[config.mk]
export PLATFORM = sky130hd
export DESIGN_NAME = inverted_page_table_lru_top
export DESIGN_NICKNAME = d
export VERILOG_FILES = /design/src/sv/ipt_pkg.sv /design/src/sv/ipt_ram.sv /design/src/sv/ipt_lookup.sv /design/src/sv/inverted_page_table_lru_top.sv
export SDC_FILE = /design/constraint.sdc
export NUM_CORES = 2
export LEC_CHECK = 0
export BUFFER_PORTS_ARGS = -buffer_cell sky130_fd_sc_hd__buf_2
export CAP_MARGIN = 20
export CORE_AREA = 3 3 295 297
export CTS_BUF_LIST = sky130_fd_sc_hd__clkbuf_4 sky130_fd_sc_hd__clkbuf_8
export DETAILED_ROUTE_END_ITERATION = 8
export DIE_AREA = 0 0 298 300
export GPL_TIMING_DRIVEN = 0
export PLACE_DENSITY = 0.92
export SLEW_MARGIN = 15
export SYNTH_ARGS = -nofsm -noshare
export SYNTH_HDL_FRONTEND = slang
export SYNTH_SLANG_ARGS = --single-unit
[constraint.sdc]
create_clock -name clk -period 5.25 [get_ports clk]
set_input_delay 0.7875 -clock clk [delete_from_list [all_inputs] [get_ports clk]]
set_output_delay 0.7875 -clock clk [all_outputs]
set_load 0.02 [all_outputs]
[src/sv/ipt_pkg.sv]
`timescale 1ns / 1ps
`default_nettype none
package ipt_pkg;

	localparam int PG_BYTES_W   = 17;
	localparam int FRAMES_W     = 5;
	localparam int CFG_DATA_W   = 17;
	localparam int PROC_W       = 16;
	localparam int PAGE_W       = 20;
	localparam int OFFSET_W     = 16;
	localparam int PADDR_W      = 20;
	localparam int FRAME_OUT_W  = 4;
	localparam int STAMP_W      = 32;

	localparam logic [PG_BYTES_W-1:0] PG_BYTES_RST = 17'd4096;
	localparam logic [FRAMES_W-1:0]   FRAMES_RST   = 5'd16;

	typedef enum logic {
		REG_PG_BYTES      = 1'b0,
		REG_FRAMES_IN_USE = 1'b1
	} cfg_reg_t;

	typedef struct packed {
		logic [PROC_W-1:0]   proc_id;
		logic [PAGE_W-1:0]   page_number;
		logic [OFFSET_W-1:0] page_offset;
	} in_item_t;

	typedef struct packed {
		logic [PADDR_W-1:0]     physical_address;
		logic                   hit;
		logic [FRAME_OUT_W-1:0] frame_no;
		logic                   evicted;
	} out_item_t;

	typedef struct packed {
		logic [PROC_W-1:0]  proc_id;
		logic [PAGE_W-1:0]  page_number;
		logic [STAMP_W-1:0] stamp;
	} entry_t;

	typedef struct packed {
		logic vld;
		logic hit;
		logic evicted;
	} lkp_res_t;

	typedef enum logic [1:0] {
		ST_IDLE,
		ST_SCAN,
		ST_DRAIN,
		ST_COMMIT
	} lkp_state_t;

endpackage
`default_nettype wire

[src/sv/ipt_ram.sv]
`timescale 1ns / 1ps
`default_nettype none
module ipt_ram #(
	parameter int DEPTH = 16,
	parameter int AW    = 4
) (
	input  wire logic            clk,
	input  wire logic            we,
	input  wire logic [AW-1:0]   waddr,
	input  wire ipt_pkg::entry_t wdata,
	input  wire logic [AW-1:0]   raddr,
	output ipt_pkg::entry_t      rdata
);

	ipt_pkg::entry_t mem [DEPTH];

	always_ff @(posedge clk) begin
		if (we) begin
			mem[waddr] <= wdata;
		end
	end

	always_ff @(posedge clk) begin
		rdata <= mem[raddr];
	end

endmodule
`default_nettype wire

[src/sv/ipt_lookup.sv]
`timescale 1ns / 1ps
`default_nettype none
module ipt_lookup #(
	parameter int NUM_FRAMES = 16,
	parameter int IW         = 4
) (
	input  wire logic                          clk,
	input  wire logic                          arst_n,
	input  wire logic                          take,
	input  wire logic [ipt_pkg::PROC_W-1:0]    proc_id,
	input  wire logic [ipt_pkg::PAGE_W-1:0]    page_number,
	input  wire logic [ipt_pkg::FRAMES_W-1:0]  frames_in_use,
	output logic                               lkp_busy,
	output ipt_pkg::lkp_res_t                  res,
	output logic [IW-1:0]                      frame
);

	localparam int CNT_W = $clog2(NUM_FRAMES + 1);
	localparam int CMP_W = (CNT_W > ipt_pkg::FRAMES_W) ? CNT_W : ipt_pkg::FRAMES_W;

	ipt_pkg::lkp_state_t state_q, state_nxt;

	logic [ipt_pkg::PROC_W-1:0]  pid_q;
	logic [ipt_pkg::PAGE_W-1:0]  page_q;
	logic [ipt_pkg::STAMP_W-1:0] count_q;
	logic [NUM_FRAMES-1:0]       valid_q;
	logic [IW-1:0]               scan_cnt_q;
	logic [IW-1:0]               idx_s1;
	logic                        iss_s1;

	logic                        hit_q, free_q;
	logic [IW-1:0]               hit_idx_q, free_idx_q, best_idx_q;
	logic [ipt_pkg::STAMP_W-1:0] best_q;

	logic [CMP_W-1:0] fiu_w;
	logic [CNT_W-1:0] n_act;
	logic [IW-1:0]    last_idx;

	logic             rd_en;
	logic             wr_en;
	logic [IW-1:0]    frame_sel;
	logic             evict_sel;
	ipt_pkg::entry_t  wdata;
	ipt_pkg::entry_t  rdata;
	logic             ent_vld, ent_match;

	assign fiu_w = CMP_W'(frames_in_use);

	always_comb begin
		if (fiu_w == '0) begin
			n_act = CNT_W'(1);
		end else if (fiu_w > CMP_W'(NUM_FRAMES)) begin
			n_act = CNT_W'(NUM_FRAMES);
		end else begin
			n_act = CNT_W'(fiu_w);
		end
	end

	assign last_idx = IW'(n_act - CNT_W'(1));

	always_comb begin
		state_nxt = state_q;
		case (state_q)
			ipt_pkg::ST_IDLE: begin
				if (take) state_nxt = ipt_pkg::ST_SCAN;
			end
			ipt_pkg::ST_SCAN: begin
				if (scan_cnt_q == last_idx) state_nxt = ipt_pkg::ST_DRAIN;
			end
			ipt_pkg::ST_DRAIN:  state_nxt = ipt_pkg::ST_COMMIT;
			ipt_pkg::ST_COMMIT: state_nxt = ipt_pkg::ST_IDLE;
			default:            state_nxt = ipt_pkg::ST_IDLE;
		endcase
	end

	always_comb begin
		rd_en    = 1'b0;
		wr_en    = 1'b0;
		lkp_busy = 1'b1;
		case (state_q)
			ipt_pkg::ST_IDLE:   lkp_busy = 1'b0;
			ipt_pkg::ST_SCAN:   rd_en    = 1'b1;
			ipt_pkg::ST_DRAIN:  ;
			ipt_pkg::ST_COMMIT: wr_en    = 1'b1;
			default:            lkp_busy = 1'b0;
		endcase
	end

	always_ff @(posedge clk or negedge arst_n) begin
		if (!arst_n) begin
			state_q <= ipt_pkg::ST_IDLE;
		end else begin
			state_q <= state_nxt;
		end
	end

	// frame choice: hit, else lowest free, else oldest stamp
	always_comb begin
		evict_sel = 1'b0;
		if (hit_q) begin
			frame_sel = hit_idx_q;
		end else if (free_q) begin
			frame_sel = free_idx_q;
		end else begin
			frame_sel = best_idx_q;
			evict_sel = 1'b1;
		end
	end

	assign wdata.proc_id     = pid_q;
	assign wdata.page_number = page_q;
	assign wdata.stamp       = count_q + ipt_pkg::STAMP_W'(1);

	ipt_ram #(
		.DEPTH (NUM_FRAMES),
		.AW    (IW)
	) u_ram (
		.clk   (clk),
		.we    (wr_en),
		.waddr (frame_sel),
		.wdata (wdata),
		.raddr (scan_cnt_q),
		.rdata (rdata)
	);

	assign ent_vld   = valid_q[idx_s1];
	assign ent_match = ent_vld && (rdata.proc_id == pid_q) && (rdata.page_number == page_q);

	always_ff @(posedge clk or negedge arst_n) begin
		if (!arst_n) begin
			valid_q    <= '0;
			count_q    <= '0;
			scan_cnt_q <= '0;
			iss_s1     <= 1'b0;
			hit_q      <= 1'b0;
			free_q     <= 1'b0;
			res        <= '0;
		end else begin
			iss_s1  <= rd_en;
			res.vld <= wr_en;
			if (take && state_q == ipt_pkg::ST_IDLE) begin
				scan_cnt_q <= '0;
				hit_q      <= 1'b0;
				free_q     <= 1'b0;
			end else if (rd_en) begin
				scan_cnt_q <= scan_cnt_q + IW'(1);
			end
			if (iss_s1) begin
				if (ent_match && !hit_q) begin
					hit_q <= 1'b1;
				end
				if (!ent_vld && !free_q) begin
					free_q <= 1'b1;
				end
			end
			if (wr_en) begin
				valid_q[frame_sel] <= 1'b1;
				count_q            <= count_q + ipt_pkg::STAMP_W'(1);
				res.hit            <= hit_q;
				res.evicted        <= evict_sel;
			end
		end
	end

	always_ff @(posedge clk) begin
		idx_s1 <= scan_cnt_q;
		if (take && state_q == ipt_pkg::ST_IDLE) begin
			pid_q  <= proc_id;
			page_q <= page_number;
		end
		if (iss_s1) begin
			if (ent_match && !hit_q) hit_idx_q <= idx_s1;
			if (!ent_vld && !free_q) free_idx_q <= idx_s1;
			if (idx_s1 == '0 || rdata.stamp < best_q) begin
				best_q     <= rdata.stamp;
				best_idx_q <= idx_s1;
			end
		end
		if (wr_en) frame <= frame_sel;
	end

	a_valid_after_write: assert property (@(posedge clk) disable iff (!arst_n)
		wr_en |=> valid_q[$past(frame_sel)])
		else $error("written frame not marked valid");

	a_count_step: assert property (@(posedge clk) disable iff (!arst_n)
		wr_en |=> count_q == $past(count_q) + ipt_pkg::STAMP_W'(1))
		else $error("access count did not advance by one");

	a_hit_no_evict: assert property (@(posedge clk) disable iff (!arst_n)
		res.vld |-> !(res.hit && res.evicted))
		else $error("hit and eviction both set");

	a_evict_within: assert property (@(posedge clk) disable iff (!arst_n)
		(wr_en && !hit_q && !free_q) |-> best_idx_q <= last_idx)
		else $error("victim outside active frames");

endmodule
`default_nettype wire

[src/sv/inverted_page_table_lru_top.sv]
`timescale 1ns / 1ps
`default_nettype none
// Inverted page table, fully associative, LRU replacement.
// Input: pulse start with req (proc_id, page_number, page_offset) while busy
// is low; the item is taken at that edge.
// Output: done is high for one cycle with rsp (physical_address, hit,
// frame_no, evicted). The receiver cannot stall; rsp is valid only with done.
// Config: cfg_we/cfg_idx/cfg_data write the page size (0) or frames_in_use (1);
// the user must write only while busy is low and no result is pending; the block does not enforce this.
// Sequence: the scan reads the N active frames (N = frames_in_use clamped to
// 1..NUM_FRAMES), then drain, commit, vld_s1 and done follow in order.
// The entry RAM is read one entry per cycle during the scan, then the chosen
// entry is written back; busy falls the cycle done rises, so a new item is
// taken only once the last one is done.
// Reset: all frames marked free, access counter zero, page size 4096,
// frames_in_use 16. RAM contents are not cleared.
module inverted_page_table_lru_top #(
	parameter int NUM_FRAMES = 16
) (
	input  wire logic                            clk,
	input  wire logic                            arst_n,
	input  wire logic                            start,
	output logic                                 busy,
	input  wire ipt_pkg::in_item_t               req,
	output logic                                 done,
	output ipt_pkg::out_item_t                   rsp,
	input  wire logic                            cfg_we,
	input  wire logic                            cfg_idx,
	input  wire logic [ipt_pkg::CFG_DATA_W-1:0]  cfg_data
);

	localparam int IW    = (NUM_FRAMES > 1) ? $clog2(NUM_FRAMES) : 1;
	localparam int FX_W  = (IW > ipt_pkg::FRAME_OUT_W) ? IW : ipt_pkg::FRAME_OUT_W;
	localparam int PROD_W = IW + ipt_pkg::PG_BYTES_W;

	logic [ipt_pkg::PG_BYTES_W-1:0]  pg_bytes_q;
	logic [ipt_pkg::FRAMES_W-1:0]    frames_q;
	logic [ipt_pkg::OFFSET_W-1:0]    offset_q;

	logic                            take;
	logic                            lkp_busy;
	ipt_pkg::lkp_res_t               res;
	logic [IW-1:0]                   frame;

	logic                            vld_s1;
	logic [PROD_W-1:0]               prod_s1;
	logic                            hit_s1, evict_s1;
	logic [FX_W-1:0]                 frame_s1;

	assign busy = lkp_busy | res.vld | vld_s1;
	assign take = start & ~busy;

	always_ff @(posedge clk or negedge arst_n) begin
		if (!arst_n) begin
			pg_bytes_q <= ipt_pkg::PG_BYTES_RST;
			frames_q   <= ipt_pkg::FRAMES_RST;
		end else if (cfg_we) begin
			case (ipt_pkg::cfg_reg_t'(cfg_idx))
				ipt_pkg::REG_PG_BYTES:      pg_bytes_q <= cfg_data;
				ipt_pkg::REG_FRAMES_IN_USE: frames_q   <= cfg_data[ipt_pkg::FRAMES_W-1:0];
				default: ;
			endcase
		end
	end

	ipt_lookup #(
		.NUM_FRAMES (NUM_FRAMES),
		.IW         (IW)
	) u_lookup (
		.clk           (clk),
		.arst_n        (arst_n),
		.take          (take),
		.proc_id       (req.proc_id),
		.page_number   (req.page_number),
		.frames_in_use (frames_q),
		.lkp_busy      (lkp_busy),
		.res           (res),
		.frame         (frame)
	);

	always_ff @(posedge clk) begin
		if (take) offset_q <= req.page_offset;
		prod_s1  <= PROD_W'(frame) * PROD_W'(pg_bytes_q);
		hit_s1   <= res.hit;
		evict_s1 <= res.evicted;
		frame_s1 <= FX_W'(frame);
		if (vld_s1) begin
			rsp.physical_address <= prod_s1[ipt_pkg::PADDR_W-1:0]
				+ ipt_pkg::PADDR_W'(offset_q);
			rsp.hit      <= hit_s1;
			rsp.frame_no <= frame_s1[ipt_pkg::FRAME_OUT_W-1:0];
			rsp.evicted  <= evict_s1;
		end
	end

	always_ff @(posedge clk or negedge arst_n) begin
		if (!arst_n) begin
			vld_s1 <= 1'b0;
			done   <= 1'b0;
		end else begin
			vld_s1 <= res.vld;
			done   <= vld_s1;
		end
	end

	a_no_take_while_pending: assert property (@(posedge clk) disable iff (!arst_n)
		(res.vld || vld_s1) |-> !take)
		else $error("item taken while result pending");

	a_done_follows: assert property (@(posedge clk) disable iff (!arst_n)
		done |-> $past(vld_s1, 1) && $past(res.vld, 2))
		else $error("done without lookup result");

	a_single_done: assert property (@(posedge clk) disable iff (!arst_n)
		done |=> !done)
		else $error("two results back to back");

endmodule
`default_nettype wire

==> results by group <==
Run status
  • Outcome: completed

Finish
  • Layout cell share with drive strength beyond 1: 31.1%
  • Most common cell after layout, fill and taps aside: edfxtp_1
  • Commonest non-fill, non-tap cells in the layout: 1,214 x edfxtp_1, 343 x mux4_2, 226 x clkbuf_8
  • Nets: 3,227
  • Final Cell Area: 62,700 µm²
  • Area Overhead vs Synth: 14.6%
  • Fin cells: 4,378
  • Core Util, Final: 73.9%

Yosys
  • Post-synthesis xor/xnor area fraction: 2.00%
  • Synthesis-stage register bit count: 1,396
  • Adder-cell share of the synthesized area: 2.89%
  • Syn. warnings: 0
  • Cell count after synthesis: 2,663
  • Synth Area in Compound Gates: 1.65%
  • Mux cell area share after synthesis: 14.9%
  • Share of Yosys cell area claimed by the top area cell type: 66.6%
  • Average size of a mapped cell: 20.6 µm²
  • FFs w/ async S/R, synth: 6.02%
  • Synth area leaders: edfxtp_1 67%, mux4_2 14%, dfrtp_1 3.7%
  • Mapped Area: 54,700 µm²
  • Post-synth cell types: 67
  • Largest family of logic cells by synthesized area: multiplexers
  • Mapped Nets: 2,845
  • Simple-gate share of the synthesized area: 3.00%
  • Area leader, netlist: edfxtp_1
  • Seq/Total Area, Yosys: 74.0%
  • Number of synthesized flops with an enable pin: 1,214
  • Dominant synthesized flop cell: edfxtp_1

Critical path
  • Worst path cell trace: clkbuf_1, and2_1, fa_1, inv_1, fa_1, inv_1, ha_1, nand2_1, o311ai_0, a21oi_1, o21ai_0, nand4_1, o311ai_0
  • CP top delay family: compound AO/OA/AOI/OAI gates
  • Worst EP arrival: 5.13 ns
  • Worst path buffer plus inverter count: 3
  • CP max FO: 10
  • CP peak stage delay: 0.59 ns
  • Crit Path Category: flop to flop
  • Slowest CP cell: o21ai_0
  • CP required: 5.98 ns
  • Worst Setup End Kind: flop
  • CP Launch Type: flop

Timing
  • RSZ-0062 raised after global routing: no
  • Hold Slack: 0.0364 ns
  • Final Hold Fails: 0
  • Slew of the pin with the lowest slew margin: 1.18 ns
  • Rel. slew slack: 20.9%
  • Setup TNS: 0 ns
  • Final slew viol count: 0
  • Tcrit/Tclk final: 83.8%
  • Min Clock Period, post-route: 4.40 ns
  • Final setup fails: 0
  • FMAX: 0.227 GHz
  • Layout Skew: 0.0828 ns

Power
  • Leak pwr: 0.0214 µW
  • Max VDD drop: 0.408 mV
  • Pwr dens: 551 nW/µm²

Floorplanning
  • Core box area: 84,900 µm²
  • Die Y: 300 µm
  • # IOs: 102
  • Die ar.: 89,400 µm²
  • # rows: 107
  • Initial Util: 64.5%
  • Die X: 298 µm

Global route
  • Initial antenna violation count: 4
  • Vias in the first global route: 31,600
  • GRT overflow: 0
  • Gr usage total: 34.3%
  • Largest net degree at the start of global routing: 59
  • First-pass GRT wire length: 216 mm

Clocking
  • Clk Latency, worst-skew pair: 0.94 ns
  • Root buffer cell: clkbuf_8
  • Cts bufs inserted: 203
  • TritonCTS clock tree: built
  • Clock Path Buffers: 3
  • Clock slew seen by the registers of the worst setup and hold paths: 0.07 ns
  • Clk sinks: 1,396
  • Post-CTS Setup Bufs: 0
  • H-Tree Depth: 4

Job
  • MaxCap Viol Count: 0

Place
  • Post-DP Area: 58,200 µm²
  • Port Buf Inserts: 101
  • Placed cell count: 3,971
  • Post-DP HPWL: 89.3 mm
  • Gpl congestion: 0.838

Route
  • Via density: 7.01
  • Met2 wire len: 74.9 mm
  • Drt first-iter violations: 4,683
  • Routed wl met3: 19.2 mm
  • DR DRC count: 0
  • Top Layer Used: met4
  • TritonRoute pass-1 iters: 9
  • DR WL/cell: 34.7 µm
  • Antenna Violating Nets Remaining: 0
  • Via count: 30,700
  • Drt total wl: 152 mm
  • Met1 WL: 46.8 mm

Min path
  • Hold Path Class: primary input to flop
[layer usage]
layer,GRT usage [%],up-vias
li1,-,11500
met4,20.7,0
met5,0.0541,-
met2,56.2,3148
met1,41.3,15200
met3,9.20,797
[worst paths after layout]
check	startpoint	to	slack, ns	cells after the start
setup reg to reg	u_lookup.frame[3]	prod_s1[17]	0.85	13
setup / recovery	u_lookup.frame[3]	prod_s1[17]	0.85	13
hold reg to reg	u_lookup.res[1]	hit_s1	0.38	0
max in group asynchronous	arst_n	u_lookup.count_q[19]	4.20	3
min in group asynchronous	arst_n	done	0.37	2
hold / removal	req[23]	u_lookup.page_q[7]	0.04	1
[through the flow]
step | power (µW) | setup slack (ns)
finish | 34500 | 0.849
global route | 35600 | 0.628
CTS | 34300 | 0.894
detailed placement | 25000 | 0.962
global placement | 23900 | -3.14
floorplan | 21500 | 0.735
[final cells by class]
type / instances / area, µm²
Timing Repair Buffer: 177 / 2020
Tap cell: 1144 / 1430
Buffer: 94 / 437
Clock buffer: 294 / 3620
Clock inverter: 92 / 672
Antenna cell: 8 / 20.0
Fill cell: 4157 / 22100
Sequential cell: 1396 / 40500
Multi-Input combinational cell: 1058 / 13600
Inverter: 115 / 432
[repair_timing]
item | CTS | global route
endpoints found under the hold margin | 25 | 0
resized for setup | 0 | 0
hold buffers | 1 | 0
[cells by family after synthesis]
| kind of cell | after synthesis |
|---|---|
| buffers and inverters | 209 |
| AOI/OAI and AO/OA | 136 |
| DFF | 1396 |
| muxes | 377 |
| and+or+nand+nor | 312 |
| xor gates and xnor gates | 125 |
| adders and majority gates | 108 |
[power breakdown]
part / switching, µW / internal (µW)
Clock: 4470 / 4710
Sequential: 953 / 13900
Combinational: 5970 / 4510
Total: 11400 / 23200
[cells in the mapped netlist, types with 3 or more instances]
cell	count
edfxtp_1	1214
mux4_2	343
inv_1	115
dfxtp_1	98
dfrtp_1	82
nand2_1	78
ha_1	77
xnor2_1	73
nor2_1	61
xor2_1	52
and2_1	49
clkbuf_1	48
a21oi_1	38
fa_1	31
buf_2	28
mux2_2	25
o21ai_0	22
nand4_1	21
nand3_1	19
or2_2	17
a21o_1	15
and3_1	13
nor3_1	12
a211oi_1	9
buf_1	8
o21a_1	8
and4_1	7
mux2i_1	7
nor2b_1	7
nor4_1	7
a31oi_1	6
buf_4	6
nand2b_1	6
o211ai_1	5
or3_1	5
o31a_1	4
a2111oi_0	3
a21boi_0	3
buf_6	3
o311ai_0	3
[registers in the layout, summed over array words and instances, names as in the netlist, 17 cells and up]
signal / count
u_lookup.u_ram.mem: 1088
u_lookup.u_ram.rdata: 68
u_lookup.best_q: 32
u_lookup.count_q: 32
rsp: 26
prod_s1: 20
u_lookup.page_q: 20
pg_bytes_q: 17
(Power assumes the default switching activity.)
